`src/rtl/afd_pkg.sv`:
```
// Shared types and constants for the accelerometer fall detector.
// Payload structs, configuration register file, phase codes and reset values.
// No dependencies; every other file in rtl/ imports this package.
package afd_pkg;

  // Widths of the data path
  localparam int AccelW = 16;
  localparam int TimeW  = 32;
  localparam int MagW   = 32;
  localparam int ThrW   = 32;
  localparam int MsW    = 16;
  localparam int SqW    = 31;  // largest square is 32768^2 = 2^30
  localparam int CfgIdxW = 3;
  localparam int CfgDataW = 32;

  // Configuration register indexes
  localparam logic [CfgIdxW-1:0] REG_FREEFALL_MAG_SQ     = 3'd0;
  localparam logic [CfgIdxW-1:0] REG_IMPACT_MAG_SQ       = 3'd1;
  localparam logic [CfgIdxW-1:0] REG_REST_LOW_MAG_SQ     = 3'd2;
  localparam logic [CfgIdxW-1:0] REG_REST_HIGH_MAG_SQ    = 3'd3;
  localparam logic [CfgIdxW-1:0] REG_FREEFALL_MIN_MS     = 3'd4;
  localparam logic [CfgIdxW-1:0] REG_FREEFALL_TIMEOUT_MS = 3'd5;
  localparam logic [CfgIdxW-1:0] REG_SETTLE_MS           = 3'd6;

  // Reset values: 0.4 g, 3 g, 0.8 g, 1.2 g squared at 16384 counts per g
  localparam logic [ThrW-1:0] RST_FREEFALL_MAG_SQ  = 32'd42949673;
  localparam logic [ThrW-1:0] RST_IMPACT_MAG_SQ    = 32'd2415919104;
  localparam logic [ThrW-1:0] RST_REST_LOW_MAG_SQ  = 32'd171798692;
  localparam logic [ThrW-1:0] RST_REST_HIGH_MAG_SQ = 32'd386547057;
  localparam logic [MsW-1:0]  RST_FREEFALL_MIN_MS  = 16'd30;
  localparam logic [MsW-1:0]  RST_FREEFALL_TIMEOUT_MS = 16'd2000;
  localparam logic [MsW-1:0]  RST_SETTLE_MS        = 16'd10000;

  // Detection phase
  typedef enum logic [1:0] {
    PH_NORMAL   = 2'd0,
    PH_FREEFALL = 2'd1,
    PH_IMPACT   = 2'd2
  } phase_t;

  typedef struct packed {
    logic signed [AccelW-1:0] accel_x;
    logic signed [AccelW-1:0] accel_y;
    logic signed [AccelW-1:0] accel_z;
    logic [TimeW-1:0]         now_ms;
  } in_t;

  typedef struct packed {
    logic       fall_confirmed;
    logic [1:0] phase;
  } out_t;

  // Live configuration handed to the merge stage
  typedef struct packed {
    logic [ThrW-1:0] freefall_mag_sq;
    logic [ThrW-1:0] impact_mag_sq;
    logic [ThrW-1:0] rest_low_mag_sq;
    logic [ThrW-1:0] rest_high_mag_sq;
    logic [MsW-1:0]  freefall_min_ms;
    logic [MsW-1:0]  freefall_timeout_ms;
    logic [MsW-1:0]  settle_ms;
  } cfg_t;

endpackage

```
`src/rtl/afd_sq_lane.sv`:
```
// One squaring lane: registers the square of one signed axis sample.
// Depends on afd_pkg for widths.
module afd_sq_lane (
  input  logic                               clk,
  input  logic                               en,
  input  logic signed [afd_pkg::AccelW-1:0]  sample,
  output logic [afd_pkg::SqW-1:0]            sq
);
  import afd_pkg::*;

  logic signed [2*AccelW-1:0] prod;

  // Square is never negative and never above 2^30
  assign prod = sample * sample;

  // Capture on pipeline advance
  always_ff @(posedge clk) begin
    if (en) begin
      sq <= prod[SqW-1:0];
    end
  end

endmodule

```
`src/rtl/afd_merge.sv`:
```
// Merge stage: sums the lane squares, compares against thresholds and runs
// the three-phase detector. Holds the phase state and the result register.
// Depends on afd_pkg for types and phase codes.
module afd_merge (
  input  logic                      clk,
  input  logic                      rst,
  input  logic                      adv,
  input  logic [afd_pkg::SqW-1:0]   sq_x,
  input  logic [afd_pkg::SqW-1:0]   sq_y,
  input  logic [afd_pkg::SqW-1:0]   sq_z,
  input  logic [afd_pkg::TimeW-1:0] now_ms,
  input  afd_pkg::cfg_t             cfg,
  output afd_pkg::out_t             result
);
  import afd_pkg::*;

  phase_t            phase;
  phase_t            phase_next;
  logic [TimeW-1:0]  freefall_start;
  logic [TimeW-1:0]  freefall_start_next;
  logic [TimeW-1:0]  impact_time;
  logic [TimeW-1:0]  impact_time_next;
  logic              confirmed_next;

  logic [MagW-1:0]   mag;
  logic [TimeW-1:0]  start_eff;
  logic [TimeW-1:0]  ff_elapsed;
  logic [TimeW-1:0]  arm_elapsed;
  logic [TimeW-1:0]  settle_elapsed;
  logic              low_g;
  logic              high_g;
  logic              in_rest;
  logic              timed_out;
  logic              settled;
  logic              min_passed;

  // Combine lanes; the sum of three squares fits in 32 bits
  assign mag = {1'b0, sq_x} + {1'b0, sq_y} + {1'b0, sq_z};

  assign low_g   = mag < cfg.freefall_mag_sq;
  assign high_g  = mag > cfg.impact_mag_sq;
  assign in_rest = (mag < cfg.rest_high_mag_sq) && (mag > cfg.rest_low_mag_sq);

  // Elapsed times wrap modulo 2^32; a zero start means not armed yet
  assign start_eff      = (freefall_start == '0) ? now_ms : freefall_start;
  assign arm_elapsed    = now_ms - start_eff;
  assign ff_elapsed     = now_ms - freefall_start;
  assign settle_elapsed = now_ms - impact_time;
  assign min_passed = arm_elapsed    > {{(TimeW-MsW){1'b0}}, cfg.freefall_min_ms};
  assign timed_out  = ff_elapsed     > {{(TimeW-MsW){1'b0}}, cfg.freefall_timeout_ms};
  assign settled    = settle_elapsed > {{(TimeW-MsW){1'b0}}, cfg.settle_ms};

  // Next phase and timestamps
  always_comb begin
    phase_next          = phase;
    freefall_start_next = freefall_start;
    impact_time_next    = impact_time;
    unique case (phase)
      PH_FREEFALL: begin
        if (high_g) begin
          impact_time_next = now_ms;
          phase_next       = PH_IMPACT;
        end
        // Timeout wins over an impact in the same sample
        if (timed_out) begin
          phase_next          = PH_NORMAL;
          freefall_start_next = '0;
        end
      end
      PH_IMPACT: begin
        if (settled) begin
          phase_next = PH_NORMAL;
        end
      end
      default: begin
        if (low_g) begin
          freefall_start_next = start_eff;
          if (min_passed) begin
            phase_next = PH_FREEFALL;
          end
        end else begin
          freefall_start_next = '0;
        end
      end
    endcase
  end

  // Fall confirmation
  always_comb begin
    confirmed_next = (phase == PH_IMPACT) && settled && in_rest;
  end

  // Update state on each transfer into this stage
  always_ff @(posedge clk) begin
    if (rst) begin
      phase          <= PH_NORMAL;
      freefall_start <= '0;
      impact_time    <= '0;
    end else if (adv) begin
      phase          <= phase_next;
      freefall_start <= freefall_start_next;
      impact_time    <= impact_time_next;
    end
  end

  // Result register
  always_ff @(posedge clk) begin
    if (adv) begin
      result.fall_confirmed <= confirmed_next;
      result.phase          <= phase_next;
    end
  end

  a_confirm_ends_normal: assert property (@(posedge clk) disable iff (rst)
    confirmed_next |-> phase_next == PH_NORMAL)
    else $error("fall confirmed without returning to normal");

  a_freefall_armed: assert property (@(posedge clk) disable iff (rst)
    adv && phase == PH_NORMAL && phase_next == PH_FREEFALL |-> freefall_start_next != '0)
    else $error("free fall entered without an armed start time");

  a_state_holds: assert property (@(posedge clk) disable iff (rst)
    !adv |=> $stable(phase) && $stable(impact_time) && $stable(freefall_start))
    else $error("detector state changed without a transfer");

  a_impact_time_taken: assert property (@(posedge clk) disable iff (rst)
    adv && phase == PH_FREEFALL && phase_next == PH_IMPACT |=> impact_time == $past(now_ms))
    else $error("impact phase entered without latching the impact time");

endmodule

```
`src/rtl/accel_fall_detector.sv`:
```
// Top level of the accelerometer fall detector.
// Instantiates three afd_sq_lane squaring lanes and the afd_merge stage;
// holds the configuration registers and the pipeline handshake. Uses afd_pkg.
//
// Accepts one sample per clock unless the result side stalls, and returns one result
// per sample. Each axis is squared in its own lane; the merge stage adds the squares,
// compares them with the squared thresholds and updates the phase, so the phase
// loop closes in that stage and sets the rate at one item per clock. A stalled
// result waits in the output register while the lanes take one more sample;
// after that in_ready drops until the result is taken. Configuration writes are
// taken in any cycle (cfg_ready is always high); indexes beyond settle_ms
// are ignored. Write configuration only while no sample is in flight.
module accel_fall_detector (
  input  logic                            clk,
  input  logic                            rst,
  input  logic                            in_valid,
  output logic                            in_ready,
  input  afd_pkg::in_t                    in_data,
  output logic                            out_valid,
  input  logic                            out_ready,
  output afd_pkg::out_t                   out_data,
  input  logic                            cfg_valid,
  output logic                            cfg_ready,
  input  logic [afd_pkg::CfgIdxW-1:0]     cfg_index,
  input  logic [afd_pkg::CfgDataW-1:0]    cfg_data
);
  import afd_pkg::*;

  cfg_t              cfg;
  logic              s1_valid;
  logic [TimeW-1:0]  s1_now;
  logic [SqW-1:0]    sq_x;
  logic [SqW-1:0]    sq_y;
  logic [SqW-1:0]    sq_z;
  logic              take_in;
  logic              adv;

  // Pipeline flow: lanes, then merge with the output register
  assign adv       = s1_valid && (!out_valid || out_ready);
  assign in_ready  = !s1_valid || adv;
  assign take_in   = in_valid && in_ready;
  assign cfg_ready = 1'b1;

  always_ff @(posedge clk) begin
    if (rst) begin
      s1_valid  <= 1'b0;
      out_valid <= 1'b0;
    end else begin
      if (in_ready) begin
        s1_valid <= in_valid;
      end
      if (adv) begin
        out_valid <= 1'b1;
      end else if (out_ready) begin
        out_valid <= 1'b0;
      end
    end
  end

  // Carry the timestamp alongside the lanes
  always_ff @(posedge clk) begin
    if (take_in) begin
      s1_now <= in_data.now_ms;
    end
  end

  // Configuration writes
  always_ff @(posedge clk) begin
    if (rst) begin
      cfg.freefall_mag_sq     <= RST_FREEFALL_MAG_SQ;
      cfg.impact_mag_sq       <= RST_IMPACT_MAG_SQ;
      cfg.rest_low_mag_sq     <= RST_REST_LOW_MAG_SQ;
      cfg.rest_high_mag_sq    <= RST_REST_HIGH_MAG_SQ;
      cfg.freefall_min_ms     <= RST_FREEFALL_MIN_MS;
      cfg.freefall_timeout_ms <= RST_FREEFALL_TIMEOUT_MS;
      cfg.settle_ms           <= RST_SETTLE_MS;
    end else if (cfg_valid && cfg_ready) begin
      unique case (cfg_index)
        REG_FREEFALL_MAG_SQ:     cfg.freefall_mag_sq     <= cfg_data[ThrW-1:0];
        REG_IMPACT_MAG_SQ:       cfg.impact_mag_sq       <= cfg_data[ThrW-1:0];
        REG_REST_LOW_MAG_SQ:     cfg.rest_low_mag_sq     <= cfg_data[ThrW-1:0];
        REG_REST_HIGH_MAG_SQ:    cfg.rest_high_mag_sq    <= cfg_data[ThrW-1:0];
        REG_FREEFALL_MIN_MS:     cfg.freefall_min_ms     <= cfg_data[MsW-1:0];
        REG_FREEFALL_TIMEOUT_MS: cfg.freefall_timeout_ms <= cfg_data[MsW-1:0];
        REG_SETTLE_MS:           cfg.settle_ms           <= cfg_data[MsW-1:0];
        default: begin
        end
      endcase
    end
  end

  // Squaring lanes, one per axis
  afd_sq_lane u_lane_x (
    .clk    (clk),
    .en     (take_in),
    .sample (in_data.accel_x),
    .sq     (sq_x)
  );

  afd_sq_lane u_lane_y (
    .clk    (clk),
    .en     (take_in),
    .sample (in_data.accel_y),
    .sq     (sq_y)
  );

  afd_sq_lane u_lane_z (
    .clk    (clk),
    .en     (take_in),
    .sample (in_data.accel_z),
    .sq     (sq_z)
  );

  // Sum, compare and phase update
  afd_merge u_merge (
    .clk    (clk),
    .rst    (rst),
    .adv    (adv),
    .sq_x   (sq_x),
    .sq_y   (sq_y),
    .sq_z   (sq_z),
    .now_ms (s1_now),
    .cfg    (cfg),
    .result (out_data)
  );

  a_no_drop: assert property (@(posedge clk) disable iff (rst)
    s1_valid && !adv |=> s1_valid)
    else $error("lane stage lost a sample");

  a_stall_backs_up: assert property (@(posedge clk) disable iff (rst)
    !in_ready |-> s1_valid && out_valid && !out_ready)
    else $error("input stalled while the pipeline had room");

  a_result_follows_merge: assert property (@(posedge clk) disable iff (rst)
    adv |=> out_valid)
    else $error("merge transfer did not produce a result");

endmodule

```
`config.mk`:
```
export PLATFORM = sky130hd
export DESIGN_NAME = accel_fall_detector
export DESIGN_NICKNAME = d
export VERILOG_FILES = /design/src/rtl/afd_pkg.sv /design/src/rtl/afd_sq_lane.sv /design/src/rtl/afd_merge.sv /design/src/rtl/accel_fall_detector.sv
export SDC_FILE = /design/constraint.sdc
export NUM_CORES = 2
export LEC_CHECK = 0
export ABC_AREA = 1
export BUFFER_PORTS_ARGS = -buffer_cell sky130_fd_sc_hd__buf_2
export CAP_MARGIN = 20
export CORE_MARGIN = 4
export CORE_UTILIZATION = 60
export DETAILED_ROUTE_END_ITERATION = 12
export PLACE_DENSITY_LB_ADDON = 0.1
export RECOVER_POWER = 100
export SKIP_CTS_REPAIR_TIMING = 1
export SYNTH_ARGS = -nofsm -noshare
export SYNTH_HDL_FRONTEND = slang
export SYNTH_SLANG_ARGS = --single-unit
```
`constraint.sdc`:
```
create_clock -name clk -period 7.2 [get_ports clk]
set_clock_uncertainty 0.05 [all_clocks]
set_input_delay 0.72 -clock clk [delete_from_list [all_inputs] [get_ports clk]]
set_output_delay 0.72 -clock clk [all_outputs]
set_load 0.005 [all_outputs]
```
==> results list <==
- Yosys mapped a number of flops with a built-in enable equal to 125.
- The min-delay analysis places its worst path in the category in -> reg.
* Area share of xor/xnor cells in the synthesized design: 0.0347
- The critical path is of the in -> reg type.
- The number of failing hold endpoints at the final stage was 0.
* Rows: 108
- The first detailed-routing pass took 6 iterations.
- The die is 305 um wide.
- The later pin in the worst-skew pair is clocked with a latency of 0.60 ns.
- In the global route stage, overall resource usage came out at 0.289.
- Largest incremental delay on the critical path: 0.83 ns
- Tightest slew margin relative to the limit: -1.40
* Top-Level Pins: 126
- Clock-pin transition on the worst setup and hold timing paths: 0.06 ns
- The area fraction in compound gates after synthesis was 0.0913.
- Failing checks: max-capacitance violations, max-slew violations
* Achievable clock frequency: 0.152 GHz
* Setup repair after global routing missed its margin: no
- Measured against the total synthesized area, the mux share comes to 0.
- Drc violations: 0
- Placeable Area: 87200 um2
- Dominant combinational cell family by area after synthesis: adder cells
* Overflow after GRT: 0
- Walking the worst path, the cells encountered are clkbuf_1 -> nand2_1 -> inv_1 -> fa_1 -> inv_1 -> fa_1 -> inv_1 -> fa_1 -> fa_1 -> inv_1 -> fa_1 -> fa_1 -> inv_1 -> ha_1 -> a21oi_1 -> o21ai_0 -> inv_1 -> nor3_1 -> a2111oi_0 -> o21ai_0 -> a21oi_1 -> xor2_1.
- Final setup violation count: 0
- The count of nets left with antenna violations once routing finished came out at 0.
* Count of distinct cell types in the synthesized netlist: 52
- For this run, the leading register cell type out of synthesis is sky130_fd_sc_hd__dfxtp_1.
* Worst slew pin tran: 3.59 ns
- Final weighted congestion in routability-driven placement: 0.928
* First-iteration detailed-routing DRC count: 2561
* Clock Path Buffers: 3
* Yosys synthesis warning count: 0
* DRT Wirelength: 133 mm
- STA classifies the critical path startpoint as an input pin.
* Fraction of layout instances using a drive strength above 1: 0.0389
- Final net count: 8335
- Number of synthesized register bits: 369
- Fin. max-slew vios: 241
- Crit path required time: 7.45 ns
- The root buffer cell chosen for the clock tree is sky130_fd_sc_hd__clkbuf_16.
- Commonest non-fill, non-tap cell in the layout: sky130_fd_sc_hd__inv_1
* Part of the Yosys area used for sequential elements: 0.163
- Max-cap violations in this run came to 3.
- Post-synthesis async set-or-reset flop share: 0
* Vias in the first global route: 43200
- Total negative setup slack: 0 ns
- For this configuration, the core starts out at a cell density of 0.608.
- Number of diodes: 0
- In this run the worst path has a maximum fanout of 10.
- The floorplan step defined a die boundary enclosing 93100 um2.
* Pin count of the biggest net entering global routing: 116
* Highest-delay cell along the critical path: sky130_fd_sc_hd__fa_1
* Count of clock tree sinks: 369
- For the finished layout, the period the worst path requires is 6.59 ns.
* Port-buffer cells: 124
* Post-synth design cell area: 53000 um2
* Cells after synthesis: 6895
- The routed layout has 42700 vias.
* Detailed placement HPWL: 112 mm
* Top library cells by usage in the layout, fill and taps aside: sky130_fd_sc_hd__inv_1, sky130_fd_sc_hd__nand2_1, sky130_fd_sc_hd__fa_1, sky130_fd_sc_hd__ha_1, sky130_fd_sc_hd__a21oi_1
- Global-route wire length before repair: 219 mm
* Routed length per placed instance: 16.3 um
- The initial antenna violation count came to 4.
- Critical path endpoint category: flip-flop
- CTS tree: built
- Of the total synthesized cell area, the portion taken by AND, OR, NAND and NOR gates is 0.165.
- Y dimension of the die: 305 um
- Status: finished, violations left
* Avg Synthesized Cell Area: 7.69 um2
- Using the TritonRoute via totals, the vias-per-cell ratio works out to 5.26.
- Data arrival at the endpoint of the critical path: 6.83 ns
* Syn-to-layout area delta: 5.95%
- Number of buffers created by CTS: 42
* Worst-case hold slack: 0.244 ns
- In this run the number of H-tree levels came out at 2.
- Share of the cycle needed by the critical path after routing: 0.915
- Of the total synthesized cell area, the portion taken by full adders, half adders and majority gates is 0.404.
-- state kept, by name (all words and copies together), names as in the netlist --
name                    flops
u_merge.result              3
s1_valid                    1
out_valid                   1
u_merge.phase               2
s1_now                     32
u_lane_y.sq                30
u_merge.freefall_start     32
u_lane_z.sq                30
u_lane_x.sq                30
u_merge.impact_time        32
cfg                       176
-- area by class of cell --
class	count	area, um2
timing repair buffer	173	1010
fill	7957	31000
multi-input combinational	4545	36900
clock buffer	60	1180
inverter	1804	6770
tap	1155	1450
clock inverter	17	211
sequential	369	8640
-- synth_stat cells, types with 3 or more instances --
| cell | n | share of area |
|---|---|---|
| sky130_fd_sc_hd__inv_1 | 1788 | 0.13 |
| sky130_fd_sc_hd__nand2_1 | 1475 | 0.10 |
| sky130_fd_sc_hd__fa_1 | 721 | 0.27 |
| sky130_fd_sc_hd__ha_1 | 559 | 0.13 |
| sky130_fd_sc_hd__a21oi_1 | 448 | 0.042 |
| sky130_fd_sc_hd__nor2_1 | 374 | 0.026 |
| sky130_fd_sc_hd__o21ai_0 | 264 | 0.025 |
| sky130_fd_sc_hd__dfxtp_1 | 244 | 0.092 |
| sky130_fd_sc_hd__nand3_1 | 165 | 0.016 |
| sky130_fd_sc_hd__clkbuf_1 | 162 | 0.011 |
| sky130_fd_sc_hd__xor2_1 | 144 | 0.024 |
| sky130_fd_sc_hd__edfxtp_1 | 125 | 0.071 |
| sky130_fd_sc_hd__xnor2_1 | 66 | 0.011 |
| sky130_fd_sc_hd__nand4_1 | 57 | 0.0067 |
| sky130_fd_sc_hd__o211ai_1 | 56 | 0.0079 |
| sky130_fd_sc_hd__nor3_1 | 34 | 0.0032 |
| sky130_fd_sc_hd__o21bai_1 | 27 | 0.0038 |
| sky130_fd_sc_hd__o21a_1 | 20 | 0.0028 |
| sky130_fd_sc_hd__a31oi_1 | 16 | 0.0019 |
| sky130_fd_sc_hd__nor4_1 | 16 | 0.0019 |
| sky130_fd_sc_hd__nand3b_1 | 13 | 0.0018 |
| sky130_fd_sc_hd__inv_2 | 12 | 0.00085 |
| sky130_fd_sc_hd__a21o_1 | 9 | 0.0013 |
| sky130_fd_sc_hd__buf_1 | 9 | 0.00064 |
| sky130_fd_sc_hd__nand2_2 | 8 | 0.00094 |
| sky130_fd_sc_hd__o21ai_1 | 8 | 0.00076 |
| sky130_fd_sc_hd__a21boi_0 | 7 | 0.00099 |
| sky130_fd_sc_hd__and2_1 | 7 | 0.00083 |
| sky130_fd_sc_hd__or2_2 | 7 | 0.00083 |
| sky130_fd_sc_hd__a31o_2 | 6 | 0.00099 |
| sky130_fd_sc_hd__o221ai_1 | 6 | 0.00099 |
| sky130_fd_sc_hd__buf_6 | 4 | 0.00085 |
| sky130_fd_sc_hd__clkinv_1 | 4 | 0.00028 |
| sky130_fd_sc_hd__a211oi_1 | 3 | 0.00042 |
| sky130_fd_sc_hd__nand2_4 | 3 | 0.00064 |
| sky130_fd_sc_hd__nand3_2 | 3 | 0.00057 |
| sky130_fd_sc_hd__o31ai_1 | 3 | 0.00042 |
-- stage by stage --
stage / utilization / cell area [um2] / setup slack [ns] / std cells
detailed placement: 0.628 / 54700 / 0.285 / 8042
floorplan: - / 53000 / 0.608 / 6897
finish: 0.644 / 56100 / 0.615 / 8123
global route: 0.644 / 56100 / 0.240 / 8123
CTS: 0.644 / 56100 / 0.847 / 8119
global placement: 0.628 / 54700 / 0.347 / 8042
-- critical path, delay by kind of cell --
family | cells | cell delay (ns)
XOR/XNOR | 1 | 0.08
buffers and inverters | 7 | 0.82
AO/OA/AOI/OAI | 5 | 1.16
adder cells (fa/ha/maj) | 7 | 3.74
AND/OR/NAND/NOR | 2 | 0.28
-- final timing paths --
check	from	end	slack [ns]	cells past startpoint
worst max-delay path	in_data[50]	u_lane_y.sq[30]	0.61	22
worst min-delay path	in_data[1]	s1_now[1]	0.24	1
worst max register to register	u_lane_x.sq[4]	u_merge.impact_time[29]	0.98	23
worst min register to register	u_merge.impact_time[19]	u_merge.impact_time[19]	0.41	2
-- metal layers --
| metal | global-route usage | share of wire | wire length, um | vias up |
|---|---|---|---|---|
| met5 | 0 | 0.00029 | 39 | - |
| met4 | 0.0757 | 0.028 | 3680 | 6 |
| met3 | 0.0324 | 0.055 | 7240 | 200 |
| met2 | 0.509 | 0.49 | 65400 | 1032 |
| met1 | 0.381 | 0.42 | 56400 | 20500 |
| li1 | - | - | - | 21000 |
-- cells by family after synthesis --
kind of cell	after synthesis
buf+inv	1983
compound gates	883
fa+ha+maj	1280
flops	369
other cells	2
simple gates	2168
xor+xnor	210
Power is left out: the tool's default activity adds up to more than one toggle a clock period on the data nets, which glitch-free logic cannot reach.
